`config.mk`:
```
export PLATFORM = sky130hd
export DESIGN_NAME = paged_array_slot_translator
export DESIGN_NICKNAME = d
export VERILOG_FILES = /design/src/sv/pas_pkg.sv /design/src/sv/pas_div.sv /design/src/sv/pas_table.sv /design/src/sv/paged_array_slot_translator.sv
export SDC_FILE = /design/constraint.sdc
export NUM_CORES = 1
export LEC_CHECK = 0
export BUFFER_PORTS_ARGS = -buffer_cell sky130_fd_sc_hd__buf_2
export CAP_MARGIN = 10
export CORE_MARGIN = 10
export CORE_UTILIZATION = 63
export CTS_BUF_LIST = sky130_fd_sc_hd__clkbuf_4 sky130_fd_sc_hd__clkbuf_8
export CTS_CLUSTER_DIAMETER = 120
export CTS_CLUSTER_SIZE = 20
export DETAILED_ROUTE_END_ITERATION = 6
export PLACE_DENSITY = 0.94
export SYNTH_ARGS = -nofsm -noshare
export SYNTH_HDL_FRONTEND = slang
export SYNTH_SLANG_ARGS = --single-unit
```
`constraint.sdc`:
```
create_clock -name clk_i -period 9.2 [get_ports clk_i]
set_input_delay 0.46 -clock clk_i [delete_from_list [all_inputs] [get_ports clk_i]]
set_output_delay 0.46 -clock clk_i [all_outputs]
set_load 0.05 [all_outputs]
```
`src/sv/pas_pkg.sv`:
```
// Shared types, widths and helper functions of the paged array slot translator.
`default_nettype none

package pas_pkg;

  localparam int unsigned IdxW     = 24;
  localparam int unsigned PageW    = 16;
  localparam int unsigned OffW     = 8;
  localparam int unsigned SlotOutW = 6;
  localparam int unsigned CntW     = 32;
  localparam int unsigned SeedW    = 16;
  localparam int unsigned MaxSlotW = 6;

  localparam int unsigned DivW     = 13;
  localparam int unsigned RecipW   = IdxW + 1;
  localparam int unsigned ProdW    = 2 * RecipW;

  localparam int unsigned InDataW  = 24;
  localparam int unsigned OutDataW = 112;
  localparam int unsigned OutUserW = 2;

  typedef struct packed {
    logic                rd_en;
    logic [MaxSlotW-1:0] rd_idx;
    logic                wr_en;
    logic [MaxSlotW-1:0] wr_idx;
    logic [PageW-1:0]    wr_page;
  } tbl_req_t;

  typedef struct packed {
    logic                rd_vld;
    logic [MaxSlotW-1:0] rd_idx;
    logic                valid;
    logic [PageW-1:0]    page;
  } tbl_rsp_t;

  function automatic logic [SeedW-1:0] lfsr_next(input logic [SeedW-1:0] v);
    logic b;
    b = v[0] ^ v[2] ^ v[3] ^ v[5];
    return {b, v[SeedW-1:1]};
  endfunction

endpackage

`default_nettype wire

```
`src/sv/pas_div.sv`:
```
// Shared multiplier unit that divides by one of two constant divisors through a reciprocal.
`default_nettype none

module pas_div
  import pas_pkg::*;
#(
  parameter int unsigned WORDS_PER_PAGE = 256,
  parameter int unsigned SLOTS          = 4
) (
  input  wire logic              clk_i,
  input  wire logic              rst_ni,
  input  wire logic              start_i,
  input  wire logic              sel_slots_i,
  input  wire logic [IdxW-1:0]   dividend_i,
  output logic                   done_o,
  output logic [IdxW-1:0]        quot_o,
  output logic [DivW-1:0]        rem_o
);

  localparam int unsigned WppShift   = IdxW + $clog2(WORDS_PER_PAGE);
  localparam int unsigned SlotsShift = IdxW + $clog2(SLOTS);
  localparam logic [63:0] WppRecip64 =
      ((64'd1 << WppShift) + 64'(WORDS_PER_PAGE) - 64'd1) / 64'(WORDS_PER_PAGE);
  localparam logic [63:0] SlotsRecip64 =
      ((64'd1 << SlotsShift) + 64'(SLOTS) - 64'd1) / 64'(SLOTS);
  localparam logic [RecipW-1:0] WppRecip   = RecipW'(WppRecip64);
  localparam logic [RecipW-1:0] SlotsRecip = RecipW'(SlotsRecip64);
  localparam logic [RecipW-1:0] WppDiv     = RecipW'(WORDS_PER_PAGE);
  localparam logic [RecipW-1:0] SlotsDiv   = RecipW'(SLOTS);

  typedef enum logic [2:0] {
    PhIdle = 3'b001,
    PhBack = 3'b010,
    PhRem  = 3'b100
  } phase_e;

  phase_e             phase_q, phase_d;
  logic               done_q, done_d;
  logic               sel_q, sel_d;
  logic [IdxW-1:0]    dvd_q, dvd_d;
  logic [ProdW-1:0]   prod_q, prod_d;
  logic [IdxW-1:0]    quot_q, quot_d;
  logic [DivW-1:0]    rem_q, rem_d;
  logic [IdxW-1:0]    quot_est;
  logic [RecipW-1:0]  mul_a;
  logic [RecipW-1:0]  mul_b;
  logic [ProdW-1:0]   mul_p;

  assign quot_est = sel_q ? IdxW'(prod_q >> SlotsShift) : IdxW'(prod_q >> WppShift);
  assign mul_a    = start_i ? RecipW'(dividend_i) : RecipW'(quot_est);
  assign mul_b    = start_i ? (sel_slots_i ? SlotsRecip : WppRecip)
                            : (sel_q ? SlotsDiv : WppDiv);
  assign mul_p    = ProdW'(mul_a) * ProdW'(mul_b);

  always_comb begin
    phase_d = phase_q;
    done_d  = 1'b0;
    sel_d   = sel_q;
    dvd_d   = dvd_q;
    prod_d  = prod_q;
    quot_d  = quot_q;
    rem_d   = rem_q;
    if (start_i) begin
      sel_d   = sel_slots_i;
      dvd_d   = dividend_i;
      prod_d  = mul_p;
      phase_d = PhBack;
    end else begin
      case (phase_q)
        PhIdle: begin
          phase_d = PhIdle;
        end
        PhBack: begin
          quot_d  = quot_est;
          prod_d  = mul_p;
          phase_d = PhRem;
        end
        PhRem: begin
          rem_d   = DivW'(dvd_q) - DivW'(prod_q);
          done_d  = 1'b1;
          phase_d = PhIdle;
        end
        default: begin
          phase_d = PhIdle;
        end
      endcase
    end
  end

  always_ff @(posedge clk_i or negedge rst_ni) begin
    if (!rst_ni) begin
      phase_q <= PhIdle;
      done_q  <= 1'b0;
    end else begin
      phase_q <= phase_d;
      done_q  <= done_d;
    end
  end

  always_ff @(posedge clk_i) begin
    sel_q  <= sel_d;
    dvd_q  <= dvd_d;
    prod_q <= prod_d;
    quot_q <= quot_d;
    rem_q  <= rem_d;
  end

  assign done_o = done_q;
  assign quot_o = quot_q;
  assign rem_o  = rem_q;

endmodule

`default_nettype wire

```
`src/sv/pas_table.sv`:
```
// Slot table holding the resident page of each slot with a registered read port.
`default_nettype none

module pas_table
  import pas_pkg::*;
#(
  parameter int unsigned SLOTS = 4
) (
  input  wire logic     clk_i,
  input  wire logic     rst_ni,
  input  wire tbl_req_t req_i,
  output tbl_rsp_t      rsp_o
);

  localparam int unsigned SlotIdxW = (SLOTS > 1) ? $clog2(SLOTS) : 1;

  logic [SLOTS-1:0]    valid_q;
  logic [PageW-1:0]    page_mem [SLOTS];
  logic                rd_vld_q;
  logic                rd_valid_q;
  logic [MaxSlotW-1:0] rd_idx_q;
  logic [PageW-1:0]    rd_page_q;
  logic [SlotIdxW-1:0] ridx;
  logic [SlotIdxW-1:0] widx;

  assign ridx = req_i.rd_idx[SlotIdxW-1:0];
  assign widx = req_i.wr_idx[SlotIdxW-1:0];

  always_ff @(posedge clk_i or negedge rst_ni) begin
    if (!rst_ni) begin
      valid_q    <= '0;
      rd_vld_q   <= 1'b0;
      rd_valid_q <= 1'b0;
    end else begin
      rd_vld_q <= req_i.rd_en;
      if (req_i.rd_en) begin
        rd_valid_q <= valid_q[ridx];
      end
      if (req_i.wr_en) begin
        valid_q[widx] <= 1'b1;
      end
    end
  end

  always_ff @(posedge clk_i) begin
    if (req_i.wr_en) begin
      page_mem[widx] <= req_i.wr_page;
    end
    if (req_i.rd_en) begin
      rd_page_q <= page_mem[ridx];
      rd_idx_q  <= req_i.rd_idx;
    end
  end

  assign rsp_o.rd_vld = rd_vld_q;
  assign rsp_o.rd_idx = rd_idx_q;
  assign rsp_o.valid  = rd_valid_q;
  assign rsp_o.page   = rd_page_q;

endmodule

`default_nettype wire

```
`src/sv/paged_array_slot_translator.sv`:
```
// Top level of the paged array slot translator with its sequencer and result register.
//
// An element index enters on the s_axis channel and is translated into a page number,
// a word offset and the table slot that now holds the page. One shared multiplier splits
// the index by WORDS_PER_PAGE through a reciprocal product and a back multiplication,
// then the slot table is scanned one slot per cycle. On a miss with no free slot the
// victim LFSR steps once and the same unit reduces it modulo SLOTS to pick the slot to
// evict, whose old page is read back and reported.
// One result transaction leaves on the m_axis channel for every input transaction.
// A hit or a fill of a free slot passes through the division, the per-slot scan, the
// decision and the commit step before m_axis_tvalid rises; an eviction adds a second
// division by SLOTS and a read of the evicted slot before the commit step.
// s_axis_tready is high only while no item is in progress.
// A finished result sits in the output register; while the receiver stalls the block
// still accepts and works on the next item and holds it until the register frees up.
// Reset empties the table, clears both counters, loads the LFSR with 1 and drops
// m_axis_tvalid. A write on the cfg channel loads the LFSR with the seed, or with 1 when
// the seed is zero; it is always accepted and is expected only while the block is idle.
`default_nettype none

module paged_array_slot_translator
  import pas_pkg::*;
#(
  parameter int unsigned SLOTS          = 4,
  parameter int unsigned WORDS_PER_PAGE = 256
) (
  input  wire logic                clk_i,
  input  wire logic                rst_ni,
  input  wire logic                s_axis_tvalid,
  output logic                     s_axis_tready,
  // element_index[23:0]
  input  wire logic [InDataW-1:0]  s_axis_tdata,
  output logic                     m_axis_tvalid,
  input  wire logic                m_axis_tready,
  // slot[5:0], page_number[21:6], word_offset[29:22], evicted_page[45:30],
  // fault_total[77:46], hit_total[109:78], zero fill[111:110]
  output logic [OutDataW-1:0]      m_axis_tdata,
  // hit[0], evict[1]
  output logic [OutUserW-1:0]      m_axis_tuser,
  input  wire logic                cfg_valid_i,
  output logic                     cfg_ready_o,
  input  wire logic [SeedW-1:0]    cfg_data_i
);

  localparam int unsigned ScanW = $clog2(SLOTS + 1);
  localparam logic [MaxSlotW-1:0] LastSlot = MaxSlotW'(SLOTS - 1);

  typedef enum logic [6:0] {
    StIdle   = 7'b0000001,
    StDiv    = 7'b0000010,
    StScan   = 7'b0000100,
    StDecide = 7'b0001000,
    StMod    = 7'b0010000,
    StEvRd   = 7'b0100000,
    StCommit = 7'b1000000
  } state_e;

  state_e              state_q, state_d;
  logic [ScanW-1:0]    scan_q, scan_d;
  logic                hit_q, hit_d;
  logic                free_q, free_d;
  logic                evict_q, evict_d;
  logic [MaxSlotW-1:0] hit_slot_q, hit_slot_d;
  logic [MaxSlotW-1:0] free_slot_q, free_slot_d;
  logic [MaxSlotW-1:0] slot_q, slot_d;
  logic [PageW-1:0]    page_q, page_d;
  logic [OffW-1:0]     off_q, off_d;
  logic [PageW-1:0]    old_page_q, old_page_d;
  logic [SeedW-1:0]    lfsr_q, lfsr_d;
  logic [CntW-1:0]     fault_cnt_q, fault_cnt_d;
  logic [CntW-1:0]     hit_cnt_q, hit_cnt_d;
  logic                out_vld_q, out_vld_d;
  logic [OutDataW-1:0] out_data_q, out_data_d;
  logic [OutUserW-1:0] out_user_q, out_user_d;

  logic                div_start;
  logic [IdxW-1:0]     div_dividend;
  logic                div_sel_slots;
  logic                div_done;
  logic [IdxW-1:0]     div_quot;
  logic [DivW-1:0]     div_rem;
  tbl_req_t            tbl_req;
  tbl_rsp_t            tbl_rsp;
  logic                out_free;

  pas_div #(
    .WORDS_PER_PAGE (WORDS_PER_PAGE),
    .SLOTS          (SLOTS)
  ) u_div (
    .clk_i       (clk_i),
    .rst_ni      (rst_ni),
    .start_i     (div_start),
    .sel_slots_i (div_sel_slots),
    .dividend_i  (div_dividend),
    .done_o      (div_done),
    .quot_o      (div_quot),
    .rem_o       (div_rem)
  );

  pas_table #(
    .SLOTS (SLOTS)
  ) u_table (
    .clk_i  (clk_i),
    .rst_ni (rst_ni),
    .req_i  (tbl_req),
    .rsp_o  (tbl_rsp)
  );

  assign s_axis_tready = (state_q == StIdle);
  assign cfg_ready_o   = 1'b1;
  assign out_free      = !out_vld_q || m_axis_tready;

  always_comb begin
    state_d       = state_q;
    scan_d        = scan_q;
    hit_d         = hit_q;
    free_d        = free_q;
    evict_d       = evict_q;
    hit_slot_d    = hit_slot_q;
    free_slot_d   = free_slot_q;
    slot_d        = slot_q;
    page_d        = page_q;
    off_d         = off_q;
    old_page_d    = old_page_q;
    lfsr_d        = lfsr_q;
    fault_cnt_d   = fault_cnt_q;
    hit_cnt_d     = hit_cnt_q;
    out_vld_d     = out_vld_q;
    out_data_d    = out_data_q;
    out_user_d    = out_user_q;
    div_start     = 1'b0;
    div_dividend  = s_axis_tdata[IdxW-1:0];
    div_sel_slots = 1'b0;
    tbl_req       = '0;

    if (out_vld_q && m_axis_tready) begin
      out_vld_d = 1'b0;
    end

    case (state_q)
      StIdle: begin
        if (s_axis_tvalid) begin
          div_start  = 1'b1;
          hit_d      = 1'b0;
          free_d     = 1'b0;
          evict_d    = 1'b0;
          old_page_d = '0;
          state_d    = StDiv;
        end
      end
      StDiv: begin
        if (div_done) begin
          page_d  = div_quot[PageW-1:0];
          off_d   = div_rem[OffW-1:0];
          scan_d  = '0;
          state_d = StScan;
        end
      end
      StScan: begin
        if (scan_q < ScanW'(SLOTS)) begin
          tbl_req.rd_en  = 1'b1;
          tbl_req.rd_idx = MaxSlotW'(scan_q);
          scan_d         = scan_q + ScanW'(1);
        end
        if (tbl_rsp.rd_vld) begin
          if (tbl_rsp.valid && tbl_rsp.page == page_q && !hit_q) begin
            hit_d      = 1'b1;
            hit_slot_d = tbl_rsp.rd_idx;
          end
          if (!tbl_rsp.valid && !free_q) begin
            free_d      = 1'b1;
            free_slot_d = tbl_rsp.rd_idx;
          end
          if (tbl_rsp.rd_idx == LastSlot) begin
            state_d = StDecide;
          end
        end
      end
      StDecide: begin
        if (hit_q) begin
          slot_d  = hit_slot_q;
          state_d = StCommit;
        end else if (free_q) begin
          slot_d  = free_slot_q;
          state_d = StCommit;
        end else begin
          lfsr_d        = lfsr_next(lfsr_q);
          div_start     = 1'b1;
          div_dividend  = IdxW'(lfsr_next(lfsr_q));
          div_sel_slots = 1'b1;
          state_d       = StMod;
        end
      end
      StMod: begin
        if (div_done) begin
          slot_d         = div_rem[MaxSlotW-1:0];
          tbl_req.rd_en  = 1'b1;
          tbl_req.rd_idx = div_rem[MaxSlotW-1:0];
          state_d        = StEvRd;
        end
      end
      StEvRd: begin
        if (tbl_rsp.rd_vld) begin
          old_page_d = tbl_rsp.page;
          evict_d    = 1'b1;
          state_d    = StCommit;
        end
      end
      StCommit: begin
        if (out_free) begin
          if (hit_q) begin
            hit_cnt_d = hit_cnt_q + CntW'(1);
          end else begin
            fault_cnt_d     = fault_cnt_q + CntW'(1);
            tbl_req.wr_en   = 1'b1;
            tbl_req.wr_idx  = slot_q;
            tbl_req.wr_page = page_q;
          end
          out_vld_d  = 1'b1;
          out_data_d = {2'b00, hit_cnt_d, fault_cnt_d, old_page_q, off_q, page_q,
                        SlotOutW'(slot_q)};
          out_user_d = {evict_q, hit_q};
          state_d    = StIdle;
        end
      end
      default: begin
        state_d = StIdle;
      end
    endcase

    if (cfg_valid_i) begin
      lfsr_d = (cfg_data_i == '0) ? SeedW'(1) : cfg_data_i;
    end
  end

  always_ff @(posedge clk_i or negedge rst_ni) begin
    if (!rst_ni) begin
      state_q     <= StIdle;
      scan_q      <= '0;
      hit_q       <= 1'b0;
      free_q      <= 1'b0;
      evict_q     <= 1'b0;
      lfsr_q      <= SeedW'(1);
      fault_cnt_q <= '0;
      hit_cnt_q   <= '0;
      out_vld_q   <= 1'b0;
    end else begin
      state_q     <= state_d;
      scan_q      <= scan_d;
      hit_q       <= hit_d;
      free_q      <= free_d;
      evict_q     <= evict_d;
      lfsr_q      <= lfsr_d;
      fault_cnt_q <= fault_cnt_d;
      hit_cnt_q   <= hit_cnt_d;
      out_vld_q   <= out_vld_d;
    end
  end

  always_ff @(posedge clk_i) begin
    hit_slot_q  <= hit_slot_d;
    free_slot_q <= free_slot_d;
    slot_q      <= slot_d;
    page_q      <= page_d;
    off_q       <= off_d;
    old_page_q  <= old_page_d;
    out_data_q  <= out_data_d;
    out_user_q  <= out_user_d;
  end

  assign m_axis_tvalid = out_vld_q;
  assign m_axis_tdata  = out_data_q;
  assign m_axis_tuser  = out_user_q;

endmodule

`default_nettype wire

```
==> results.yml, run 1 <==
worst_setup_path:
  r2r-start: "state_q[4]"
  required_ns: 9.63
  max_stage_delay_ns: 0.53
  critPathKind: "reg -> reg"
  critical_path.startpoint: "state_q[4]"
  startpoint_type: "register"
  critPathSlowestCell: "or4_1"
  r2r_cells: 21
  rrSetupSlack_ns: 2.65
  r2r-end: "u_div.prod_q[44]"
  crit_path_max_fanout: 39
  cp_top_family: "simple AND/OR/NAND/NOR gates"
  worstPathCellList: "nor3_1, and2_1, o21ai_2, buf_4, inv_1, nor2_1, and2_1, ha_1, ha_1, inv_1, fa_1, inv_1, ha_1, ha_1, ha_1, nand4_1, o41ai_1, o2111a_1, o211ai_2, or4_1, a21oi_1"
  crit_buf_inv: 4
  critical_path_arrival_ns: 6.97
  crit_top_cell: "ha_1"
  cp-end-kind: "register"
yosys:
  netlist_instances: 1448
  synth-compound-area-share: 0.0527
  synth_warnings: 0
  synth_edf_count: 318
  synth_top_family_by_area: "simple AND/OR/NAND/NOR gates"
  synth-seq-cells: 422
  synthAdderAreaFrac: 0.0720
  yosysSeqAreaShare: 0.639
  yosys.area_share.simple: 0.128
  yosysUniqueCellTypes: 64
  async_reset_ff_frac: 0.246
  synth-xor-area-share: 0.0723
  syn_area_um2: 19000
  syn_avg_cell_area_um2: 13.1
  ys.flop_type: "edfxtp_1"
  synth_mux_area_frac: 0.0182
placement:
  hpwlAfterDp_um: 28000
  place_congestion: 0.904
  io_buffer_count: 158
timing:
  finalMaxSlewViolations: 0
  whs_ns: 0.0865
  min_period_ns: 6.55
  setup_violations: 0
  finalClockSkew_ns: 0.0570
  fmax_mhz: 153
  hold_viol: 0
  worstMarginPinSlew_ns: 1.05
  rsz0062_at_grt: "no"
  setup_tns_ns: 0
  period_share: 0.712
  max_slew_margin: 0.291
global_routing:
  gr-total-overflow: 0
  antenna_found_initial: 1
  grt_max_degree: 89
  grt_pass1_wl_um: 62100
  grt_pass1_vias: 12000
  grt_usage: 0.198
floorplan:
  core-area_um2: 29700
  rows: 63
  die_area_um2: 37500
  start_util: 0.640
  die_x_um: 194
  fp.dieH_um: 194
  num_io_pins: 162
clocking:
  cts_tree: "done"
  clock_path_buffers: 3
  cts-resized-gates: 0
  cts-root-buf: "clkbuf_8"
  cts-htree-levels: 1
  cts-hold-fix-buffers: 1
  insertion_delay_ns: 0.60
  cts_setup_buffers: 0
  numCtsBuffers: 25
  cts.clk_slew.worst_paths_ns: 0.13
  cts.sinks: 422
finish:
  drive_above_1_share: 0.163
  fill_cells: 1892
  syn2layout_area_growth_pct: 9.56
  nNetsFinal: 1763
status:
  status: "complete, no violations"
power:
  peakVddDrop_mv: 0.164
  p_per_area_nw_per_um2: 194
  leakage_nw: 8.27
flow_run:
  drv_cap: 0
drt:
  finalWirelength_um: 38400
  drc: 0
  drtAntennaViolNets: 0
  vias: 11800
  wire_per_inst_um: 19.0
  vias_per_cell: 5.85
  drt_iter0_drc: 896
  dr.pass1.iters: 5
hold_path:
  hold_start: "cfg_data_i[10]"
  holdPathStages: 2
  whs_endpoint: "lfsr_q[10]"
  hp-class: "in -> reg"
==> where the power goes <==
part / switching (W) / leakage [nW] / total (W) / internal (W)
registers: 0.0000999 / 4.09 / 0.00236 / 0.00226
logic: 0.000482 / 3.90 / 0.000795 / 0.000313
clock network: 0.000550 / 0.278 / 0.000888 / 0.000337
total: 0.00113 / 8.27 / 0.00405 / 0.00292
==> state kept, by name, indices dropped and copies added, names as in the netlist, 8 cells and up <==
register and cells:
fault_cnt_q 32, hit_cnt_q 32, lfsr_q 16, m_axis_tdata 110, off_q 8, old_page_q 16, page_q 16, u_div.dvd_q 8
u_div.prod_q 29, u_div.quot_o 16, u_div.rem_o 8, u_table.page_mem 64, u_table.rd_page_q 16
==> cells by family after synthesis <==
group	after synthesis
AOI/OAI and AO/OA	154
DFF	422
muxes	32
buffers and inverters	81
adders and majority gates	107
and+or+nand+nor	493
xor gates and xnor gates	157
other	2
==> layout make-up <==
| cell class | count | area, um2 | share of cell area |
|---|---|---|---|
| clock buffers | 43 | 479 | 0.0230 |
| repair buffers | 177 | 958 | 0.0460 |
| clock inverters | 2 | 31.3 | 0.00150 |
| well taps | 390 | 488 | 0.0234 |
| diodes | 1 | 2.50 | 0.000120 |
| multi-input cells | 954 | 6600 | 0.317 |
| flip-flops and latches | 422 | 12200 | 0.584 |
| inverters | 31 | 119 | 0.00571 |
==> placed cells by master, fill, tap and decap left out, types with 38 or more instances in the layout <==
cell / n
and2_1: 69
and3_1: 38
buf_2: 157
dfrtp_1: 101
edfxtp_1: 318
ha_1: 103
nand2_1: 159
nand3_1: 39
nor2_1: 98
xnor2_1: 74
xor2_1: 83
==> routing by layer <==
layer,track usage,vias up,share of wire
met5,0,-,0
met4,0.0464,0,0.019
met3,0.0346,61,0.069
met2,0.342,461,0.50
met1,0.256,5782,0.41
li1,-,5523,-
==> worst max-delay path by stage <==
stage | end | cells after the start | slack, ns
after floorplan | u_div.prod_q[44] | 23 | 3.44
after global placement | u_div.prod_q[42] | 21 | 2.96
after detailed placement | u_div.prod_q[44] | 21 | 2.74
after CTS | u_div.prod_q[44] | 21 | 2.70
after global routing | u_div.prod_q[42] | 21 | 2.13
final | u_div.prod_q[44] | 21 | 2.65
==> synth_stat cells, types with 11 or more instances <==
| cell type | n | share of area |
|---|---|---|
| clkbuf_1 | 38 | 0.0075 |
| ha_1 | 103 | 0.068 |
| nor4_1 | 11 | 0.0036 |
| a31oi_1 | 18 | 0.0059 |
| o21ai_0 | 29 | 0.0076 |
| xor2_1 | 83 | 0.038 |
| a21o_1 | 16 | 0.0063 |
| inv_1 | 28 | 0.0055 |
| nor3_1 | 18 | 0.0047 |
| nand2_1 | 159 | 0.031 |
| nor2_1 | 100 | 0.020 |
| and3_1 | 38 | 0.013 |
| dfrtp_1 | 101 | 0.13 |
| mux2_2 | 21 | 0.012 |
| and2_1 | 69 | 0.023 |
| a21oi_1 | 37 | 0.0097 |
| nand3_1 | 39 | 0.010 |
| edfxtp_1 | 318 | 0.50 |
| xnor2_1 | 74 | 0.034 |
| nand4_1 | 19 | 0.0063 |
| a211oi_1 | 19 | 0.0075 |
| mux2i_1 | 11 | 0.0058 |
==> stage by stage <==
stage	area (um2)	cells	utilization	power, W	worst slack [ns]
final	20800	2020	0.701	0.00405	2.65
after global routing	20800	2019	0.701	0.00426	2.13
after CTS	20800	2018	0.700	0.00406	2.70
after detailed placement	20300	1972	0.682	0.00319	2.74
after global placement	20300	1972	0.682	0.00313	2.96
after floorplan	19000	1457	-	0.00294	3.44
Power figures use the tool's default switching activity.
==> run 2, diff against run 1 <==
- CORE_UTILIZATION: 63 -> 62
- PLACE_DENSITY: 0.94 -> 0.92
- clock period: 9.2 -> 6.61 ns (I/O delays scaled with it)
==> results.yml, run 2 (synthesized netlist as in run 1, its figures left out) <==
worst_setup_path:
  rrSetupSlack_ns: 0.79
  r2r_cells: 20
  cp-end-kind: "register"
  crit_buf_inv: 3
  crit_top_cell: "ha_1"
  r2r-end: "u_div.prod_q[43]"
  critPathKind: "reg -> reg"
  max_stage_delay_ns: 0.55
  crit_path_max_fanout: 16
  critical_path_arrival_ns: 6.27
  required_ns: 7.06
  worstPathCellList: "nor3_1, and2_1, o21ai_2, inv_1, nor2_1, and2_1, ha_1, ha_1, inv_1, fa_1, inv_1, ha_1, ha_1, ha_1, nand4_1, o41ai_1, o2111a_1, o211ai_2, or4_1, a21oi_1"
  critPathSlowestCell: "o41ai_1"
  startpoint_type: "register"
  cp_top_family: "adder cells"
  r2r-start: "state_q[4]"
timing:
  period_share: 0.880
  fmax_mhz: 172
  min_period_ns: 5.82
  finalMaxSlewViolations: 0
  setup_violations: 0
  setup_tns_ns: 0
  hold_viol: 0
  rsz0062_at_grt: "no"
  worstMarginPinSlew_ns: 1.17
  max_slew_margin: 0.214
  finalClockSkew_ns: 0.0455
status:
  status: "complete, no violations"
flow_run:
  drv_cap: 0
power:
  clkPwrFrac: 0.220
  power_switching_w: 0.00160
  peakVddDrop_mv: 0.221
  cellInternalPower_w: 0.00407
  p_per_area_nw_per_um2: 270
  seqPwrFrac: 0.579
  power_w: 0.00567
  leakage_nw: 8.35
  netSwitchingFraction: 0.282
  comb_power_share: 0.201
placement:
  placed_area_um2: 20300
  io_buffer_count: 158
  hpwlAfterDp_um: 28700
  place_congestion: 0.908
  dp.cells: 1978
finish:
  drive_above_1_share: 0.163
  final_common_cell: "edfxtp_1"
  fill_cells: 2008
  mostFrequentLayoutCells: "edfxtp_1 (318), nand2_1 (159), buf_2 (157)"
  final_cells: 2043
  nNetsFinal: 1780
  antennaDiodeCount: 0
  syn2layout_area_growth_pct: 10.6
  largest_reg_flops: 110
  design_area_um2: 21000
global_routing:
  grt_usage: 0.205
  gr-total-overflow: 0
  antenna_found_initial: 0
  grt_pass1_wl_um: 64100
  grt.busiest_layer: "met2"
  gr-usage-met3: 0.0351
  grt_max_degree: 88
  use_met1: 0.267
  met2_usage: 0.352
  grt_pass1_vias: 12100
drt:
  drt_iter0_drc: 1109
  wire_per_inst_um: 19.5
  vias_per_cell: 5.84
  vias: 11900
  drc: 0
  drtAntennaViolNets: 0
  dr.pass1.iters: 5
  finalWirelength_um: 39800
hold_path:
  hp-class: "in -> reg"
  hold_start: "cfg_data_i[0]"
  whs_endpoint: "lfsr_q[0]"
  holdPathStages: 3
floorplan:
  rows: 64
  fp.dieH_um: 195
  num_io_pins: 162
  die_area_um2: 38100
  start_util: 0.625
  die_x_um: 195
  core-area_um2: 30400
clocking:
  cts_tree: "done"
  cts.clk_slew.worst_paths_ns: 0.13
  cts_setup_buffers: 0
  cts-hold-fix-buffers: 16
  numCtsBuffers: 25
  cts-resized-gates: 0
  cts-root-buf: "clkbuf_8"
  cts-htree-levels: 1
  cts.sinks: 422
  clock_path_buffers: 3
  insertion_delay_ns: 0.63
[run 2: cell count changes in the layout (fill, tap and decap cells not counted)]
cell	previous run	this run
dlygate4sd3_1	1	16
buf_4	18	19
clkbuf_4	18	19
clkbuf_8	25	26
diode_2	1	0
nor4b_1	1	0
nor4b_2	2	3
[run 2: metal layers]
layer | wire length (um) | vias to the layer above
li1 | - | 5558
met1 | 16100 | 5810
met2 | 19900 | 497
met3 | 3040 | 61
met4 | 815 | 0
met5 | 0 | -
[run 2: per-stage QoR]
stage	hold WS [ns]	utilization	worst slack, ns
floorplan	0.0349	-	0.846
global placement	0.401	0.667	1.10
detailed placement	0.393	0.667	0.849
CTS	0.00327	0.689	0.829
global route	0.0475	0.691	0.374
finish	0.0317	0.691	0.790
[run 2: tightest hold or removal path: stages]
cell,delay (ns)
buf_2,0.09
nor2b_1,0.04
o21ai_0,0.13
[run 2: power by group through the flow]
stage / logic, W / registers, W / clock network [W]
2_1_floorplan: 0.000808 / 0.00328 / 0
3_3_place_gp: 0.00105 / 0.00333 / 0
3_5_place_dp: 0.00111 / 0.00334 / 0
4_1_cts: 0.00113 / 0.00328 / 0.00127
5_1_grt: 0.00128 / 0.00330 / 0.00137
6_report: 0.00114 / 0.00328 / 0.00125
[run 2: how the worst max path moves through the flow]
stage	from	end	slack, ns	cells past startpoint
after global routing	state_q[4]	u_div.prod_q[44]	0.37	20
after floorplan	hit_q	u_div.prod_q[44]	0.85	23
after CTS	state_q[4]	u_div.prod_q[43]	0.83	20
after global placement	state_q[4]	u_div.prod_q[42]	1.10	19
final	state_q[4]	u_div.prod_q[43]	0.79	20
after detailed placement	state_q[4]	u_div.prod_q[43]	0.85	20
[run 2: area by class of cell]
type,instances,area (um2),share of cell area
Clock buffer,44,487,0.0232
Clock inverter,2,31.3,0.00149
Tap cell,396,495,0.0236
Sequential cell,422,12200,0.578
Multi-Input combinational cell,954,6600,0.314
Inverter,31,119,0.00566
Timing Repair Buffer,194,1130,0.0538
